**config.mk**
```make
export PLATFORM = sky130hd
export DESIGN_NAME = rtf_byte_escape_encoder_flat
export DESIGN_NICKNAME = d
export VERILOG_FILES = /design/src/design/rtfe_pkg.sv /design/src/design/rtfe_ifs.sv /design/src/design/rtf_byte_escape_encoder.sv /design/src/design/rtfe_front.sv /design/src/design/rtfe_fifo.sv /design/src/design/rtfe_back.sv /design/src/flat_wrapper.sv
export SDC_FILE = /design/constraint.sdc
export NUM_CORES = 1
export LEC_CHECK = 0
export ABC_AREA = 1
export BUFFER_PORTS_ARGS = -buffer_cell sky130_fd_sc_hd__buf_2
export CORE_MARGIN = 4
export CORE_UTILIZATION = 47
export CTS_BUF_LIST = sky130_fd_sc_hd__clkbuf_8
export DETAILED_ROUTE_END_ITERATION = 8
export PLACE_DENSITY = 0.67
export SETUP_SLACK_MARGIN = 0.02
export SLEW_MARGIN = 0
export SYNTH_ARGS = -nofsm -noshare
export SYNTH_HDL_FRONTEND = slang
export SYNTH_SLANG_ARGS = --single-unit
```
**constraint.sdc**
```tcl
create_clock -name clk -period 8.55 [get_ports clk]
set_input_delay 1.71 -clock clk [delete_from_list [all_inputs] [get_ports clk]]
set_output_delay 1.71 -clock clk [all_outputs]
set_load 0.02 [all_outputs]
```
**src/design/rtfe_pkg.sv**
```systemverilog
// Shared types, constants and character-sequence functions for the RTF escape encoder.
`default_nettype none
package rtfe_pkg;

  localparam int APB_ADDR_W   = 4;
  localparam int QUEUE_DEPTH  = 4;
  localparam int SEQ_IDX_W    = 4;

  // register indexes (paddr[3:2])
  localparam logic [1:0] REG_A_LOW  = 2'd0;
  localparam logic [1:0] REG_A_HIGH = 2'd1;
  localparam logic [1:0] REG_B_LOW  = 2'd2;
  localparam logic [1:0] REG_B_HIGH = 2'd3;

  localparam logic [7:0] RST_A_LOW  = 8'd129;
  localparam logic [7:0] RST_A_HIGH = 8'd159;
  localparam logic [7:0] RST_B_LOW  = 8'd224;
  localparam logic [7:0] RST_B_HIGH = 8'd252;

  localparam logic [7:0] CH_NUL    = 8'h00;
  localparam logic [7:0] CH_LF     = 8'h0A;
  localparam logic [7:0] CH_CR     = 8'h0D;
  localparam logic [7:0] CH_SPACE  = 8'h20;
  localparam logic [7:0] CH_QUOTE  = 8'h27;
  localparam logic [7:0] CH_BSLASH = 8'h5C;
  localparam logic [7:0] CH_LBRACE = 8'h7B;
  localparam logic [7:0] CH_RBRACE = 8'h7D;

  typedef enum logic [1:0] {
    OP_ZERO,
    OP_ESC,
    OP_LINE,
    OP_PLAIN
  } op_t;

  // One classified byte: what the back end has to spell out.
  typedef struct packed {
    op_t        op;
    logic       tag;    // ESC: \lang1041 first, LINE/PLAIN: \lang17 first
    logic       space;  // PLAIN: space after the tag
    logic [7:0] data;
  } cmd_t;

  typedef struct packed {
    logic [7:0] a_low;
    logic [7:0] a_high;
    logic [7:0] b_low;
    logic [7:0] b_high;
  } lead_cfg_t;

  typedef struct packed {
    logic lang_japanese;
    logic trail_pending;
    logic prev_was_cr;
  } enc_state_t;

  function automatic logic [SEQ_IDX_W-1:0] tag_len(cmd_t c);
    logic [SEQ_IDX_W-1:0] n;
    n = '0;
    if (c.tag) begin
      n = (c.op == OP_ESC) ? SEQ_IDX_W'(9) : SEQ_IDX_W'(7);
    end
    return n;
  endfunction

  function automatic logic [SEQ_IDX_W-1:0] cmd_len(cmd_t c);
    logic [SEQ_IDX_W-1:0] n;
    n = SEQ_IDX_W'(1);
    case (c.op)
      OP_ZERO:  n = SEQ_IDX_W'(1);
      OP_ESC:   n = tag_len(c) + SEQ_IDX_W'(4);
      OP_LINE:  n = tag_len(c) + SEQ_IDX_W'(5);
      OP_PLAIN: n = tag_len(c) + SEQ_IDX_W'(c.space) + SEQ_IDX_W'(1);
      default:  n = SEQ_IDX_W'(1);
    endcase
    return n;
  endfunction

  function automatic logic [7:0] hex_char(logic [3:0] v);
    logic [7:0] ch;
    ch = (v < 4'd10) ? (8'h30 + {4'h0, v}) : (8'h57 + {4'h0, v});
    return ch;
  endfunction

  function automatic logic [7:0] jp_tag_char(logic [SEQ_IDX_W-1:0] i);
    logic [7:0] ch;
    case (i)
      4'd0:    ch = CH_BSLASH;
      4'd1:    ch = "l";
      4'd2:    ch = "a";
      4'd3:    ch = "n";
      4'd4:    ch = "g";
      4'd5:    ch = "1";
      4'd6:    ch = "0";
      4'd7:    ch = "4";
      default: ch = "1";
    endcase
    return ch;
  endfunction

  function automatic logic [7:0] en_tag_char(logic [SEQ_IDX_W-1:0] i);
    logic [7:0] ch;
    case (i)
      4'd0:    ch = CH_BSLASH;
      4'd1:    ch = "l";
      4'd2:    ch = "a";
      4'd3:    ch = "n";
      4'd4:    ch = "g";
      4'd5:    ch = "1";
      default: ch = "7";
    endcase
    return ch;
  endfunction

  function automatic logic [7:0] line_char(logic [SEQ_IDX_W-1:0] i);
    logic [7:0] ch;
    case (i)
      4'd0:    ch = CH_BSLASH;
      4'd1:    ch = "l";
      4'd2:    ch = "i";
      4'd3:    ch = "n";
      default: ch = "e";
    endcase
    return ch;
  endfunction

  // Character at position i of the sequence a command expands into.
  function automatic logic [7:0] cmd_char(cmd_t c, logic [SEQ_IDX_W-1:0] i);
    logic [SEQ_IDX_W-1:0] tl;
    logic [SEQ_IDX_W-1:0] j;
    logic [7:0]           ch;
    tl = tag_len(c);
    j  = i - tl;
    ch = CH_NUL;
    if (i < tl) begin
      ch = (c.op == OP_ESC) ? jp_tag_char(i) : en_tag_char(i);
    end else begin
      case (c.op)
        OP_ZERO: ch = CH_NUL;
        OP_ESC: begin
          case (j)
            4'd0:    ch = CH_BSLASH;
            4'd1:    ch = CH_QUOTE;
            4'd2:    ch = hex_char(c.data[7:4]);
            default: ch = hex_char(c.data[3:0]);
          endcase
        end
        OP_LINE:  ch = line_char(j);
        OP_PLAIN: ch = (c.space && (j == '0)) ? CH_SPACE : c.data;
        default:  ch = CH_NUL;
      endcase
    end
    return ch;
  endfunction

endpackage
`default_nettype wire

```
**src/design/rtfe_ifs.sv**
```systemverilog
// Valid/ready channel interfaces for source bytes and emitted RTF characters.
`default_nettype none
interface rtfe_in_if;
  logic       valid;
  logic       ready;
  logic [7:0] in_byte;
  modport source (output valid, output in_byte, input ready);
  modport sink (input valid, input in_byte, output ready);
endinterface

interface rtfe_out_if;
  logic       valid;
  logic       ready;
  logic [7:0] out_char;
  logic       last_of_run;
  modport source (output valid, output out_char, output last_of_run, input ready);
  modport sink (input valid, input out_char, input last_of_run, output ready);
endinterface
`default_nettype wire

```
**src/design/rtf_byte_escape_encoder.sv**
```systemverilog
// Top level: APB lead-range registers, front end, command queue and back end.
//
//   channel    dir  transfer carries
//   byte_in    in   in_byte (8b source byte, zero ends the string)
//   char_out   out  out_char (8b RTF character), last_of_run (1b)
//   APB        in   lead_range_a/b low/high registers at 0x0, 0x4, 0x8, 0xC
//
// The back end emits one character per cycle while char_out is ready: a plain byte
// expands to 1 character, an escape to 4, and a language tag adds 7 or 9.
// byte_in is ready whenever the command queue has room; an LF right after CR
// is taken with no output. rst is synchronous and returns the language state,
// queue and output register to empty; registers go to their default ranges.
`default_nettype none
module rtf_byte_escape_encoder #(
  parameter int QueueDepth = rtfe_pkg::QUEUE_DEPTH
) (
  input  logic                            clk,
  input  logic                            rst,
  input  logic                            psel,
  input  logic                            penable,
  input  logic                            pwrite,
  input  logic [rtfe_pkg::APB_ADDR_W-1:0] paddr,
  input  logic [31:0]                     pwdata,
  output logic [31:0]                     prdata,
  output logic                            pready,
  rtfe_in_if.sink                         byte_in,
  rtfe_out_if.source                      char_out
);
  import rtfe_pkg::*;

  lead_cfg_t  lead_cfg;
  enc_state_t state;
  cmd_t       push_cmd;
  cmd_t       q_cmd;
  logic       push_valid;
  logic       push_ready;
  logic       q_valid;
  logic       q_ready;
  logic       cfg_wr;
  logic [1:0] reg_idx;

  assign pready  = 1'b1;
  assign reg_idx = paddr[3:2];
  assign cfg_wr  = psel && penable && pwrite;

  always_ff @(posedge clk) begin
    if (rst) begin
      lead_cfg.a_low  <= RST_A_LOW;
      lead_cfg.a_high <= RST_A_HIGH;
      lead_cfg.b_low  <= RST_B_LOW;
      lead_cfg.b_high <= RST_B_HIGH;
    end else if (cfg_wr) begin
      unique case (reg_idx)
        REG_A_LOW:  lead_cfg.a_low  <= pwdata[7:0];
        REG_A_HIGH: lead_cfg.a_high <= pwdata[7:0];
        REG_B_LOW:  lead_cfg.b_low  <= pwdata[7:0];
        REG_B_HIGH: lead_cfg.b_high <= pwdata[7:0];
        default: ;
      endcase
    end
  end

  always_comb begin
    unique case (reg_idx)
      REG_A_LOW:  prdata = {24'h0, lead_cfg.a_low};
      REG_A_HIGH: prdata = {24'h0, lead_cfg.a_high};
      REG_B_LOW:  prdata = {24'h0, lead_cfg.b_low};
      REG_B_HIGH: prdata = {24'h0, lead_cfg.b_high};
      default:    prdata = '0;
    endcase
  end

  rtfe_front u_front (
    .clk        (clk),
    .rst        (rst),
    .byte_in    (byte_in),
    .lead_cfg   (lead_cfg),
    .push_valid (push_valid),
    .push_ready (push_ready),
    .push_cmd   (push_cmd),
    .state      (state)
  );

  rtfe_fifo #(
    .Depth (QueueDepth)
  ) u_fifo (
    .clk      (clk),
    .rst      (rst),
    .wr_valid (push_valid),
    .wr_ready (push_ready),
    .wr_data  (push_cmd),
    .rd_valid (q_valid),
    .rd_ready (q_ready),
    .rd_data  (q_cmd)
  );

  rtfe_back u_back (
    .clk      (clk),
    .rst      (rst),
    .q_valid  (q_valid),
    .q_ready  (q_ready),
    .q_cmd    (q_cmd),
    .char_out (char_out)
  );

  // a pending trail byte only follows a lead byte, which switched to lang1041
  a_trail_in_japanese: assert property (@(posedge clk) disable iff (rst)
    state.trail_pending |-> state.lang_japanese)
    else $error("trail pending outside Japanese mode");

  a_trail_not_cr: assert property (@(posedge clk) disable iff (rst)
    !(state.trail_pending && state.prev_was_cr))
    else $error("trail pending and CR flag both set");

  // only the terminator expands to a NUL, and it is a one-character run
  a_nul_is_last: assert property (@(posedge clk) disable iff (rst)
    (char_out.valid && (char_out.out_char == CH_NUL)) |-> char_out.last_of_run)
    else $error("NUL character not marked last of run");

  // a CR transfer leaves the CR flag set for the next byte
  a_cr_flag: assert property (@(posedge clk) disable iff (rst)
    (byte_in.valid && byte_in.ready && (byte_in.in_byte == CH_CR) &&
     !state.trail_pending && !u_front.is_lead) |=> state.prev_was_cr)
    else $error("CR flag not set after CR");

endmodule
`default_nettype wire

```
**src/design/rtfe_front.sv**
```systemverilog
// Front end: takes source bytes, tracks language/trail/CR state, emits commands.
`default_nettype none
module rtfe_front (
  input  logic               clk,
  input  logic               rst,
  rtfe_in_if.sink            byte_in,
  input  rtfe_pkg::lead_cfg_t lead_cfg,
  output logic               push_valid,
  input  logic               push_ready,
  output rtfe_pkg::cmd_t     push_cmd,
  output rtfe_pkg::enc_state_t state
);
  import rtfe_pkg::*;

  enc_state_t state_next;
  logic       emit;
  logic       is_lead;
  logic       accept;
  logic [7:0] b;

  assign b       = byte_in.in_byte;
  assign is_lead = ((b >= lead_cfg.a_low) && (b <= lead_cfg.a_high)) ||
                   ((b >= lead_cfg.b_low) && (b <= lead_cfg.b_high));

  always_comb begin
    state_next     = state;
    emit           = 1'b1;
    push_cmd.op    = OP_PLAIN;
    push_cmd.tag   = 1'b0;
    push_cmd.space = 1'b0;
    push_cmd.data  = b;
    if (b == CH_NUL) begin
      push_cmd.op = OP_ZERO;
      state_next  = '0;
    end else if (state.trail_pending) begin
      push_cmd.op              = OP_ESC;
      state_next.trail_pending = 1'b0;
      state_next.prev_was_cr   = 1'b0;
    end else if (is_lead) begin
      push_cmd.op              = OP_ESC;
      push_cmd.tag             = !state.lang_japanese;
      state_next.lang_japanese = 1'b1;
      state_next.trail_pending = 1'b1;
      state_next.prev_was_cr   = 1'b0;
    end else if ((b == CH_LBRACE) || (b == CH_RBRACE) || (b == CH_BSLASH)) begin
      push_cmd.op              = OP_ESC;
      push_cmd.tag             = !state.lang_japanese;
      state_next.lang_japanese = 1'b1;
      state_next.prev_was_cr   = 1'b0;
    end else if ((b == CH_CR) || (b == CH_LF)) begin
      if ((b == CH_LF) && state.prev_was_cr) begin
        // CR already gave the \line
        emit                   = 1'b0;
        state_next.prev_was_cr = 1'b0;
      end else begin
        push_cmd.op              = OP_LINE;
        push_cmd.tag             = state.lang_japanese;
        state_next.lang_japanese = 1'b0;
        state_next.prev_was_cr   = (b == CH_CR);
      end
    end else begin
      push_cmd.tag             = state.lang_japanese;
      push_cmd.space           = state.lang_japanese && (b != CH_SPACE);
      state_next.lang_japanese = 1'b0;
      state_next.prev_was_cr   = 1'b0;
    end
  end

  assign byte_in.ready = push_ready;
  assign accept        = byte_in.valid && push_ready;
  assign push_valid    = byte_in.valid && emit;

  always_ff @(posedge clk) begin
    if (rst) begin
      state <= '0;
    end else if (accept) begin
      state <= state_next;
    end
  end

endmodule
`default_nettype wire

```
**src/design/rtfe_fifo.sv**
```systemverilog
// Small register queue of commands between front and back ends.
`default_nettype none
module rtfe_fifo #(
  parameter int Depth = rtfe_pkg::QUEUE_DEPTH
) (
  input  logic           clk,
  input  logic           rst,
  input  logic           wr_valid,
  output logic           wr_ready,
  input  rtfe_pkg::cmd_t wr_data,
  output logic           rd_valid,
  input  logic           rd_ready,
  output rtfe_pkg::cmd_t rd_data
);
  import rtfe_pkg::*;

  localparam int PtrW = (Depth > 1) ? $clog2(Depth) : 1;
  localparam int CntW = $clog2(Depth + 1);

  cmd_t            mem [Depth];
  logic [PtrW-1:0] wr_ptr;
  logic [PtrW-1:0] rd_ptr;
  logic [CntW-1:0] count;
  logic            do_wr;
  logic            do_rd;

  assign wr_ready = (count != CntW'(Depth));
  assign rd_valid = (count != '0);
  assign rd_data  = mem[rd_ptr];
  assign do_wr    = wr_valid && wr_ready;
  assign do_rd    = rd_valid && rd_ready;

  always_ff @(posedge clk) begin
    if (do_wr) begin
      mem[wr_ptr] <= wr_data;
    end
  end

  always_ff @(posedge clk) begin
    if (rst) begin
      wr_ptr <= '0;
      rd_ptr <= '0;
      count  <= '0;
    end else begin
      if (do_wr) begin
        wr_ptr <= (wr_ptr == PtrW'(Depth - 1)) ? '0 : wr_ptr + PtrW'(1);
      end
      if (do_rd) begin
        rd_ptr <= (rd_ptr == PtrW'(Depth - 1)) ? '0 : rd_ptr + PtrW'(1);
      end
      if (do_wr && !do_rd) begin
        count <= count + CntW'(1);
      end else if (do_rd && !do_wr) begin
        count <= count - CntW'(1);
      end
    end
  end

endmodule
`default_nettype wire

```
**src/design/rtfe_back.sv**
```systemverilog
// Back end: spells each command out one character per cycle, when char_out is ready, into an output register.
`default_nettype none
module rtfe_back (
  input  logic           clk,
  input  logic           rst,
  input  logic           q_valid,
  output logic           q_ready,
  input  rtfe_pkg::cmd_t q_cmd,
  rtfe_out_if.source     char_out
);
  import rtfe_pkg::*;

  logic [SEQ_IDX_W-1:0] idx;
  logic                 last_char;
  logic                 advance;
  logic                 out_valid;
  logic [7:0]           out_char;
  logic                 last_of_run;

  assign last_char = (idx == (cmd_len(q_cmd) - SEQ_IDX_W'(1)));
  assign advance   = !out_valid || char_out.ready;
  assign q_ready   = advance && last_char;

  always_ff @(posedge clk) begin
    if (rst) begin
      out_valid <= 1'b0;
      idx       <= '0;
    end else if (advance) begin
      out_valid <= q_valid;
      if (q_valid) begin
        idx <= last_char ? '0 : idx + SEQ_IDX_W'(1);
      end
    end
  end

  always_ff @(posedge clk) begin
    if (advance && q_valid) begin
      out_char    <= cmd_char(q_cmd, idx);
      last_of_run <= last_char;
    end
  end

  assign char_out.valid       = out_valid;
  assign char_out.out_char    = out_char;
  assign char_out.last_of_run = last_of_run;

endmodule
`default_nettype wire
```
**src/flat_wrapper.sv**
```systemverilog
// flat-port wrapper written by rule: the top's interface ports become plain ports
module rtf_byte_escape_encoder_flat import rtfe_pkg::*;
#(
  parameter int QueueDepth = rtfe_pkg::QUEUE_DEPTH
)
  (clk, rst, psel, penable, pwrite, paddr, pwdata, prdata, pready, byte_in_valid, byte_in_in_byte, byte_in_ready, char_out_valid, char_out_out_char, char_out_last_of_run, char_out_ready);
  rtfe_in_if byte_in_i ();
  rtfe_out_if char_out_i ();
  input  logic clk;
  input  logic rst;
  input  logic psel;
  input  logic penable;
  input  logic pwrite;
  input  logic [rtfe_pkg::APB_ADDR_W-1:0] paddr;
  input  logic [31:0] pwdata;
  output logic [31:0] prdata;
  output logic pready;
  input wire logic [$bits(byte_in_i.valid)-1:0] byte_in_valid;
  input wire logic [$bits(byte_in_i.in_byte)-1:0] byte_in_in_byte;
  output wire logic [$bits(byte_in_i.ready)-1:0] byte_in_ready;
  output wire logic [$bits(char_out_i.valid)-1:0] char_out_valid;
  output wire logic [$bits(char_out_i.out_char)-1:0] char_out_out_char;
  output wire logic [$bits(char_out_i.last_of_run)-1:0] char_out_last_of_run;
  input wire logic [$bits(char_out_i.ready)-1:0] char_out_ready;
  assign byte_in_i.valid = byte_in_valid;
  assign byte_in_i.in_byte = byte_in_in_byte;
  assign byte_in_ready = byte_in_i.ready;
  assign char_out_valid = char_out_i.valid;
  assign char_out_out_char = char_out_i.out_char;
  assign char_out_last_of_run = char_out_i.last_of_run;
  assign char_out_i.ready = char_out_ready;
  rtf_byte_escape_encoder #(.QueueDepth(QueueDepth)) u_core (.clk(clk), .rst(rst), .psel(psel), .penable(penable), .pwrite(pwrite), .paddr(paddr), .pwdata(pwdata), .prdata(prdata), .pready(pready), .byte_in(byte_in_i), .char_out(char_out_i));
endmodule
```
==> run_results.csv, run 1 <==
group,metric,value,unit
run_status,status,"finished, final reports clean",
global_route,grt_usage,18.4,%
route,post-route-drc-count,0,
run,max-cap-violations,0,
worst_setup_path,crit_fanout,6,
worst_hold_path,min_to,"u_core.lead_cfg[25]$_SDFFE_PP0P_",
die,die-area,16400,µm²
worst_hold_path,worstHoldStart,"u_core.lead_cfg[25]$_SDFFE_PP0P_",
worst_hold_path,min_path_type,"flip-flop to flip-flop",
die,die_x,128,µm
synthesis,synth-edff-count,57,
synthesis,synth_top_family_by_area,"simple AND/OR/NAND/NOR gates",
layout,drive_above_1_share,11.5,%
worst_setup_path,worstSetupStartpointType,"input port",
clock_network,cts_buffer_depth,2,
layout,syn_to_final_growth,10.0,%
layout,nets,995,
clock_network,clock_latency,0.43,ns
synthesis,synthMuxAreaShare,0,%
synthesis,synth-xor-area-share,1.03,%
sta,slew_headroom,21.3,%
synthesis,ys_warn_count,0,
worst_setup_path,crit_required,6.84,ns
global_route,top_usage_layer,"met2",
worst_setup_path,r2r_cells,22,
clock_network,cts_tree,"built",
power_and_ir_drop,ir_drop,150,µV
power_and_ir_drop,p_total,2300,µW
sta,whs,0.479,ns
synthesis,synth_seq_cells,113,
sta,rsz0062_at_grt,"no",
global_route,grt_max_degree,37,
clock_network,clkTransAtPathRegs,0.07,ns
die,ios,95,
sta,fin_crit_sh,53.3,%
clock_network,cts_root_buffer,"clkbuf_8",
synthesis,synth-simple-area-share,19.9,%
synthesis,synth_compound_area_share,14.7,%
worst_setup_path,crit_path_end_kind,"output pin",
worst_setup_path,rrSetupSlack,4.02,ns
route,vias,5480,
sta,hold_viol_final,0,
route,route.detailed.wl_per_inst,13.7,µm
power_and_ir_drop,p_per_area,308,nW/µm²
synthesis,synth_cells,836,
synthesis,synth.avg_cell_area,8.13,µm²
global_route,grt_use_met1,24.6,%
sta,clock_skew,0.00507,ns
layout,final_cell_area,7480,µm²
synthesis,synthFlopType,"edfxtp_1",
layout,n_antenna_cell,0,
die,die_y,128,µm
synthesis,synth_cell_types,45,
die,num_rows,43,
layout,nFillCells,1343,
sta,max_freq,220,MHz
placed_design,post-dp-hpwl,10800,µm
route,first_pass_iters,7,
worst_setup_path,worstSetupPathType,"input port to output pin",
synthesis,yosys.area_share.adder,11.3,%
global_route,grtUsageMet2,29.5,%
placed_design,place_inst,1045,
synthesis,yosysSeqAreaShare,41.7,%
die,coreArea,14000,µm²
clock_network,postCtsSetupRepairBufs,0,
clock_network,cts_hold_buf,0,
placed_design,place_congestion,0.903,
worst_setup_path,crit_path_max_incr_delay,0.24,ns
worst_setup_path,crit_start,"paddr[3]",
global_route,grt_antenna_before_repair,0,
worst_setup_path,path_cells,"buf_2, inv_1, nor2_1, inv_1, o22ai_1, a21oi_1, o21ai_0, buf_2",
placed_design,port_buffers,43,
power_and_ir_drop,power.leakage,0.00345,µW
global_route,overflow,0,
global_route,grt_pass1_vias,4982,
clock_network,cts_resized,0,
worst_setup_path,arrival,2.84,ns
route,routed_wl,14800,µm
die,start_util,48.4,%
sta,tns,0,ns
route,drt_iter0_drc,423,
worst_hold_path,holdPathStages,2,
sta,timing.final.max_slew_violations,0,
worst_setup_path,reg2reg_to,"u_core.u_fifo.count[1]$_SDFFE_PP0P_",
clock_network,cts.htree.levels,4,
clock_network,numCtsBuffers,17,
synthesis,async_flop_share,0,%
sta,setup_violations,0,
clock_network,clock_sinks,113,
sta,worstMarginPinSlew,1.18,ns
route,via_per_inst,5.09,
synthesis,syn-cell-area,6800,µm²
layout,layout.cells.non_filler,1077,
worst_setup_path,slowest_stage,"nor2_1",
sta,fin_crit,4.55,ns
global_route,grt_use_met3,3.88,%
global_route,grt_pass1_wl,24000,µm
route,ant_nets,0,
placed_design,place_area,7070,µm²
[cell usage after synthesis, drive strengths merged, types with 2 or more instances]
library cell / instances / area, µm²
o2111ai: 2 / 17.5
conb: 2 / 7.51
o21bai: 2 / 15.0
clkbuf: 6 / 22.5
o22ai: 6 / 37.5
ha: 58 / 726
a21oi: 60 / 304
inv: 128 / 480
buf: 35 / 263
nor2: 62 / 243
a32oi: 5 / 43.8
xnor2: 3 / 26.3
nor3: 4 / 20.0
nor4: 3 / 18.8
xor2: 5 / 43.8
dfxtp: 56 / 1120
or2: 2 / 12.5
a31oi: 7 / 43.8
nand3: 50 / 300
o21ai: 68 / 344
o211ai: 20 / 150
fa: 2 / 40.0
nand2: 176 / 688
edfxtp: 57 / 1710
nand4: 9 / 56.3
[final cells by class]
class,count,area (µm²),area share (%)
Tap cell,180,225,3.01
Clock inverter,15,176,2.36
Clock buffer,17,234,3.13
Inverter,129,485,6.49
Timing Repair Buffer,47,245,3.28
Sequential cell,113,2830,37.9
Multi-Input combinational cell,576,3280,43.9
[critical path, delay by kind of cell]
family	cells	cell delay, ns
AOI/OAI and AO/OA	3	0.33
and+or+nand+nor	1	0.24
buffers and inverters	4	0.55
[routing by layer]
| metal | routed length [µm] | up-vias |
|---|---|---|
| li1 | - | 2852 |
| met2 | 6740 | 139 |
| met3 | 748 | 21 |
| met5 | 0 | - |
| met1 | 7030 | 2468 |
| met4 | 253 | 0 |
[cell families (layout without fill, tap and decap cells)]
kind of cell	after synthesis	count (layout)
flops	113	113
fa+ha+maj	60	60
compound gates	175	175
buf+inv	170	208
simple gates	308	308
other cells	2	25
xor+xnor	8	8
[sequential cells by signal, indices dropped and copies added, names as in the netlist, 2 cells and up, named ones only]
signal	count
u_core.u_front.state	3
u_core.u_back.char_out.out_char	8
u_core.lead_cfg	32
u_core.u_fifo.mem	48
u_core.u_fifo.count	3
u_core.u_fifo.wr_ptr	2
u_core.u_back.idx	4
u_core.u_fifo.rd_ptr	2
[worst max path at each step]
| stage | to | slack, ns | cells after the start |
|---|---|---|---|
| after CTS | u_core.u_fifo.count[1]$_SDFFE_PP0P_ | 4.00 | 20 |
| final | prdata[5] | 4.00 | 8 |
| after detailed placement | u_core.u_fifo.mem[2][7]$_DFFE_PP_ | 3.94 | 13 |
| after global routing | u_core.u_fifo.count[2]$_SDFFE_PP0P_ | 3.55 | 25 |
| after floorplan | prdata[1] | 4.43 | 3 |
| after global placement | u_core.u_fifo.mem[3][7]$_DFFE_PP_ | 3.99 | 11 |
[report_power, final]
part | leakage [µW] | switching [µW] | total (µW) | internal (µW)
Sequential | 0.000977 | 36.4 | 722 | 685
Clock | 0.000212 | 220 | 530 | 310
Combinational | 0.00226 | 709 | 1050 | 344
Total | 0.00345 | 965 | 2300 | 1340
[cell usage in the layout (no fill, tap or decap), types with 3 or more instances in the layout]
cell type,n
nor2_2,4
nand4_1,9
o21ai_1,6
nand3_1,43
buf_2,43
nor3_1,4
clkbuf_8,17
dfxtp_1,56
inv_2,5
o211ai_1,20
o22ai_1,6
buf_4,4
conb_1,25
nand3_2,5
nand2_2,8
xnor2_1,3
ha_1,58
nor2_1,58
a32oi_1,5
bufinv_16,4
a21oi_1,59
clkinv_2,3
nor4_1,3
inv_1,126
nand2_1,167
a31oi_1,7
edfxtp_1,57
clkinv_1,3
o21ai_0,61
xor2_1,5
[through the flow]
step	util, %	setup WS (ns)
6_report	53.3	4.00
5_1_grt	53.3	3.55
4_1_cts	53.3	4.00
3_5_place_dp	50.3	3.94
3_3_place_gp	50.3	3.99
2_1_floorplan	-	4.43
(Power assumes the default switching activity.)
==> run 2, diff against run 1 <==
- ABC_AREA: 1 -> 0
- PLACE_DENSITY: 0.67 -> 0.7
- clock period: 8.55 -> 4.1 ns (I/O delays scaled with it)
==> run_results.csv, run 2 <==
group,metric,value,unit
global_route,overflow,0,
clock_network,cts_hold_buf,0,
worst_setup_path,path_delay_family,"compound AO/OA/AOI/OAI gates",
synthesis,synthTopCellsByArea,"edfxtp_1 26%, dfxtp_1 17%, ha_1 11%, mux4_2 6.4%, nand2_1 3.3%",
sta,timing.final.max_slew_violations,0,
global_route,grt_antenna_before_repair,0,
clock_network,numCtsBuffers,17,
worst_setup_path,crit_path_end_kind,"flip-flop",
die,ios,95,
route,first_pass_iters,7,
synthesis,synth-xor-area-share,1.57,%
synthesis,synth_top_area_cell,"edfxtp_1",
worst_setup_path,arrival,4.09,ns
synthesis,synth_cells,659,
worst_setup_path,cp_num_buf_inv,3,
synthesis,synthMuxAreaShare,10.0,%
die,coreArea,13900,µm²
synthesis,yosys.area_share.adder,11.5,%
clock_network,clock_latency,0.45,ns
worst_setup_path,crit_fanout,19,
sta,whs,0.477,ns
synthesis,synth_most_common_cell,"nand2_1",
synthesis,synth_seq_cells,113,
clock_network,cts_buffer_depth,2,
route,route.detailed.wl_per_inst,15.9,µm
placed_design,post-dp-hpwl,10700,µm
synthesis,synth-edff-count,57,
sta,hold_viol_final,0,
worst_setup_path,crit_path_max_incr_delay,0.55,ns
clock_network,clkTransAtPathRegs,0.07,ns
die,die_y,127,µm
clock_network,clock_sinks,113,
clock_network,cts.htree.levels,4,
worst_setup_path,path_cells,"mux4_2, inv_2, ha_4, buf_8, inv_1, nand2_2, ha_1, nor2b_1, or4_1, a21oi_2, or2_1, nand2_1, o31a_1, a21o_1, a22oi_2, o32ai_1",
layout,final_util,55.1,%
layout,drive_above_1_share,21.1,%
global_route,grt_pass1_vias,5076,
global_route,grt_max_degree,51,
power_and_ir_drop,power.leakage,0.00322,µW
clock_network,cts_tree,"built",
worst_setup_path,crit_required,4.27,ns
sta,fin_crit_sh,95.6,%
placed_design,place_area,7070,µm²
sta,max_freq,255,MHz
die,num_rows,43,
route,ant_nets,0,
die,die-area,16200,µm²
synthesis,async_flop_share,0,%
synthesis,ys_warn_count,0,
layout,top_regs,"u_core.u_fifo.mem: 48 flops, u_core.lead_cfg: 32 flops, u_core.u_back.char_out.out_char: 8 flops",
layout,syn_to_final_growth,14.4,%
placed_design,place_congestion,0.950,
clock_network,cts_root_buffer,"clkbuf_8",
route,drt_iter0_drc,461,
placed_design,place_inst,877,
die,die_x,127,µm
synthesis,synth.avg_cell_area,10.1,µm²
run,max-cap-violations,0,
layout,regMostFlops,"u_core.u_fifo.mem",
synthesis,synth_top_area_share,25.6,%
layout,nets,838,
synthesis,synth-simple-area-share,14.6,%
worst_setup_path,slowest_stage,"mux4_2",
placed_design,port_buffers,43,
global_route,grt_pass1_wl,24100,µm
layout,layout.cells.non_filler,920,
sta,setup_violations,0,
route,vias,5063,
synthesis,synth_cell_types,64,
sta,fin_crit,3.92,ns
sta,worstMarginPinSlew,1.11,ns
worst_setup_path,worstSetupStartpointType,"flip-flop",
run_status,status,"finished, final reports clean",
route,post-route-drc-count,0,
power_and_ir_drop,p_per_area,588,nW/µm²
route,routed_wl,14600,µm
synthesis,syn-cell-area,6680,µm²
synthesis,synth_compound_area_share,12.1,%
layout,n_antenna_cell,0,
worst_hold_path,min_path_type,"flip-flop to flip-flop",
layout,final_cell_mix,"58 x nand2_1, 58 x inv_1, 57 x edfxtp_1, 55 x dfxtp_1, 54 x ha_1",
synthesis,synth_top_family_by_area,"simple AND/OR/NAND/NOR gates",
die,start_util,48.1,%
synthesis,synthFlopType,"edfxtp_1",
synthesis,ys_top_cells_by_count,"59 x nand2_1, 58 x ha_1, 58 x inv_1",
layout,final_cell_area,7640,µm²
synthesis,yosysSeqAreaShare,42.4,%
layout,largest_register_ff_count,48,
route,via_per_inst,5.50,
power_and_ir_drop,ir_drop,211,µV
worst_setup_path,worstSetupPathType,"flip-flop to flip-flop",
sta,slew_headroom,25.6,%
global_route,grt_usage,18.8,%
sta,clock_skew,0.0163,ns
power_and_ir_drop,p_total,4490,µW
-- run 2: changes by cell type after synthesis, sizes merged, moves of 11 or more --
cell    delta
mux2i     +15
a21oi     -27
mux4      +20
nand3b    +13
nor2      -17
o211ai    -17
nor3      +15
nand2    -117
a21o      +11
nand3     -42
o21ai     -38
inv       -64
-- run 2: kinds of logic after synthesis --
family	Yosys count
XOR/XNOR	12
buffers and inverters	111
AND/OR/NAND/NOR	197
other	2
multiplexers	40
adder cells (fa/ha/maj)	60
flip-flops	113
AO/OA/AOI/OAI	124
-- run 2: layer usage --
layer  wire [µm]  up-vias  global-route usage, %
li1            -     2440                      -
met1        5960     2419                   21.2
met2        7390      161                   33.2
met3         771       43                   4.22
met4         461        0                   9.53
met5           0        -                      0
-- run 2: power by group --
| group | total [µW] | switching [µW] | internal [µW] |
|---|---|---|---|
| clock network | 1050 | 450 | 603 |
| logic | 1950 | 1130 | 826 |
| registers | 1490 | 81.1 | 1410 |
| total | 4490 | 1660 | 2840 |
-- run 2: worst register-to-register path, cell delays in order, from the launching register on --
cell     delay [ns]
dfxtp_4        0.38
mux4_2         0.55
inv_2          0.11
ha_4           0.15
buf_8          0.16
inv_1          0.08
nand2_2        0.09
ha_1           0.23
nor2b_1        0.15
or4_1          0.42
a21oi_2        0.18
or2_1          0.14
nand2_1        0.09
o31a_1         0.39
a21o_1         0.20
a22oi_2        0.21
o32ai_1        0.12
-- run 2: final timing paths --
check | start | endpoint | slack (ns) | cells past startpoint
max | flip-flop | u_core.u_back.char_out.out_char[3]$_DFFE_PP_ | 0.18 | 16
max reg2reg | flip-flop | u_core.u_back.char_out.out_char[3]$_DFFE_PP_ | 0.18 | 16
min reg2reg | u_core.lead_cfg[1]$_SDFFE_PP0P_ | u_core.lead_cfg[1]$_SDFFE_PP0P_ | 0.48 | 2
min | u_core.lead_cfg[1]$_SDFFE_PP0P_ | u_core.lead_cfg[1]$_SDFFE_PP0P_ | 0.48 | 2
-- run 2: cell type report --
class                      instances  area, µm²
clock buffer                      18        248
clock inverter                    14        145
fill                            1200       6240
inverter                          65        244
multi-input combinational        458       3490
sequential                       113       2840
tap                              180        225
timing repair buffer              72        453
-- run 2: metrics by stage --
stage / TNS (ns) / worst slack [ns]
after global placement: -0.00400 / -0.00400
after global routing: -0.0271 / -0.0241
after CTS: 0 / 0.00947
final: 0 / 0.182
after floorplan: 0 / 0.0276
after detailed placement: -0.370 / -0.147
-- run 2: repair_timing --
| action | 4_1_cts | 5_1_grt |
|---|---|---|
| setup buffers | 2 | 9 |
| resized for setup | 9 | 18 |
| pin swaps | 0 | 13 |
| endpoints found under the setup margin | 8 | 13 |
==> run 3, diff against run 2 <==
- CORE_UTILIZATION: 47 -> 45
- PLACE_DENSITY: 0.7 -> 0.68
==> run_results.csv, run 3 (synthesis results as in run 2) <==
group,metric,value,unit
route,routed_wl,14200,µm
clock_network,cts_tree,"built",
sta,worstMarginPinSlew,1.09,ns
clock_network,cts_hold_buf,0,
sta,fin_crit,3.87,ns
placed_design,place_congestion,0.890,
sta,slew_headroom,26.8,%
worst_hold_path,worstHoldStart,"u_core.lead_cfg[21]$_SDFFE_PP0P_",
sta,whs,0.478,ns
clock_network,numCtsBuffers,17,
worst_setup_path,crit_required,4.27,ns
worst_setup_path,cpMostUsedCell,"inv_2",
clock_network,clock_sinks,113,
die,ios,95,
sta,max_freq,259,MHz
global_route,overflow,0,
sta,hold_viol_final,0,
worst_setup_path,worstSetupStartpointType,"flip-flop",
global_route,grt_pass1_wl,23500,µm
layout,top_regs,"u_core.u_fifo.mem: 48 flops, u_core.lead_cfg: 32 flops, u_core.u_back.char_out.out_char: 8 flops",
worst_setup_path,slowest_stage,"mux4_2",
sta,clock_skew,0.0103,ns
die,num_rows,44,
die,die-area,16900,µm²
layout,drive_above_1_share,21.6,%
worst_setup_path,path_cells,"mux4_2, inv_2, ha_4, and2_4, inv_2, ha_1, or4_1, a21oi_1, a2bb2oi_1, buf_4, o2bb2ai_1, a221oi_1, o22ai_1",
route,drt_iter0_drc,397,
sta,rsz0062_at_grt,"no",
sta,setup_violations,0,
clock_network,cts_buffer_depth,2,
power_and_ir_drop,ir_drop,226,µV
global_route,grt_usage,17.7,%
layout,syn_to_final_growth,15.9,%
placed_design,place_inst,892,
die,die_y,130,µm
power_and_ir_drop,p_per_area,601,nW/µm²
layout,largest_register_ff_count,48,
clock_network,cts_root_buffer,"clkbuf_8",
worst_setup_path,worstSetupPathType,"flip-flop to flip-flop",
sta,setup_ws,0.233,ns
clock_network,clock_latency,0.43,ns
route,via_per_inst,5.42,
worst_setup_path,crit_fanout,5,
layout,final_cell_mix,"59 x nand2_1, 57 x edfxtp_1, 56 x inv_1, 55 x dfxtp_1, 54 x ha_1",
clock_network,clkTransAtPathRegs,0.07,ns
layout,n_antenna_cell,0,
route,post-route-drc-count,0,
sta,timing.final.max_slew_violations,0,
sta,fin_crit_sh,94.3,%
global_route,grt_antenna_before_repair,0,
placed_design,place_area,7160,µm²
route,first_pass_iters,7,
layout,nets,843,
run,max-cap-violations,0,
placed_design,pre_cts_ws,-0.0877,ns
global_route,grt_max_degree,51,
die,start_util,46.0,%
route,vias,5039,
worst_setup_path,crit_path_max_incr_delay,0.55,ns
global_route,grt_pass1_vias,4973,
layout,final_common_cell,"nand2_1",
die,die_x,130,µm
route,route.detailed.wl_per_inst,15.2,µm
run_status,status,"finished, final reports clean",
worst_setup_path,arrival,4.03,ns
worst_setup_path,crit_path_end_kind,"flip-flop",
clock_network,cts.htree.levels,4,
layout,layout.cells.non_filler,929,
power_and_ir_drop,power.leakage,0.00326,µW
route,ant_nets,0,
die,coreArea,14500,µm²
layout,final_cell_area,7740,µm²
power_and_ir_drop,p_total,4660,µW
layout,regMostFlops,"u_core.u_fifo.mem",
worst_hold_path,min_path_type,"flip-flop to flip-flop",
placed_design,port_buffers,43,
placed_design,post-dp-hpwl,10600,µm
run 3: stage by stage:
step                setup TNS (ns)  utilization [%]
floorplan                        0                -
global route                     0             53.3
CTS                              0             52.8
global placement          -0.00220             49.3
finish                           0             53.3
detailed placement         -0.0877             49.3
run 3: power breakdown:
part	internal (µW)	total (µW)	switching (µW)	leakage, µW
Combinational	834	1930	1090	0.00205
Sequential	1410	1490	80.6	0.000978
Clock	782	1240	459	0.000235
run 3: repair_timing:
item                                    4_1_cts  5_1_grt
setup buffers                                 1        4
pin swaps                                     0       13
endpoints found under the setup margin        3        9
endpoints found under the hold margin         0        0
gates resized for setup                       9       15
run 3: layout make-up:
cell class,count,area (µm²)
fillers,1270,6790
well taps,184,230
flip-flops and latches,113,2840
repair buffers,77,483
clock inverters,15,239
clock buffers,17,234
multi-input cells,458,3470
inverters,65,246
run 3: per-layer routing:
layer / vias to the layer above / routed length, µm / GRT usage (%) / part of all wire (%)
met5: - / 0 / 0 / 0
met4: 0 / 424 / 8.62 / 3.0
met1: 2379 / 5770 / 20.5 / 41
met3: 37 / 726 / 4.13 / 5.1
met2: 170 / 7250 / 30.7 / 51
li1: 2453 / - / - / -
run 3: final timing paths:
path,to,slack (ns),cells past startpoint
worst min-delay path,u_core.lead_cfg[21]$_SDFFE_PP0P_,0.48,2
worst max-delay path,u_core.u_back.char_out.out_char[6]$_DFFE_PP_,0.23,13
worst min register to register,u_core.lead_cfg[21]$_SDFFE_PP0P_,0.48,2
worst max register to register,u_core.u_back.char_out.out_char[6]$_DFFE_PP_,0.23,13
run 3: critical path: cells and delay by family (launching register included):
family,cells,cell delay [ns]
simple gates,2,0.69
buf+inv,3,0.33
flops,1,0.38
compound gates,5,1.21
mux,1,0.55
fa+ha+maj,2,0.44
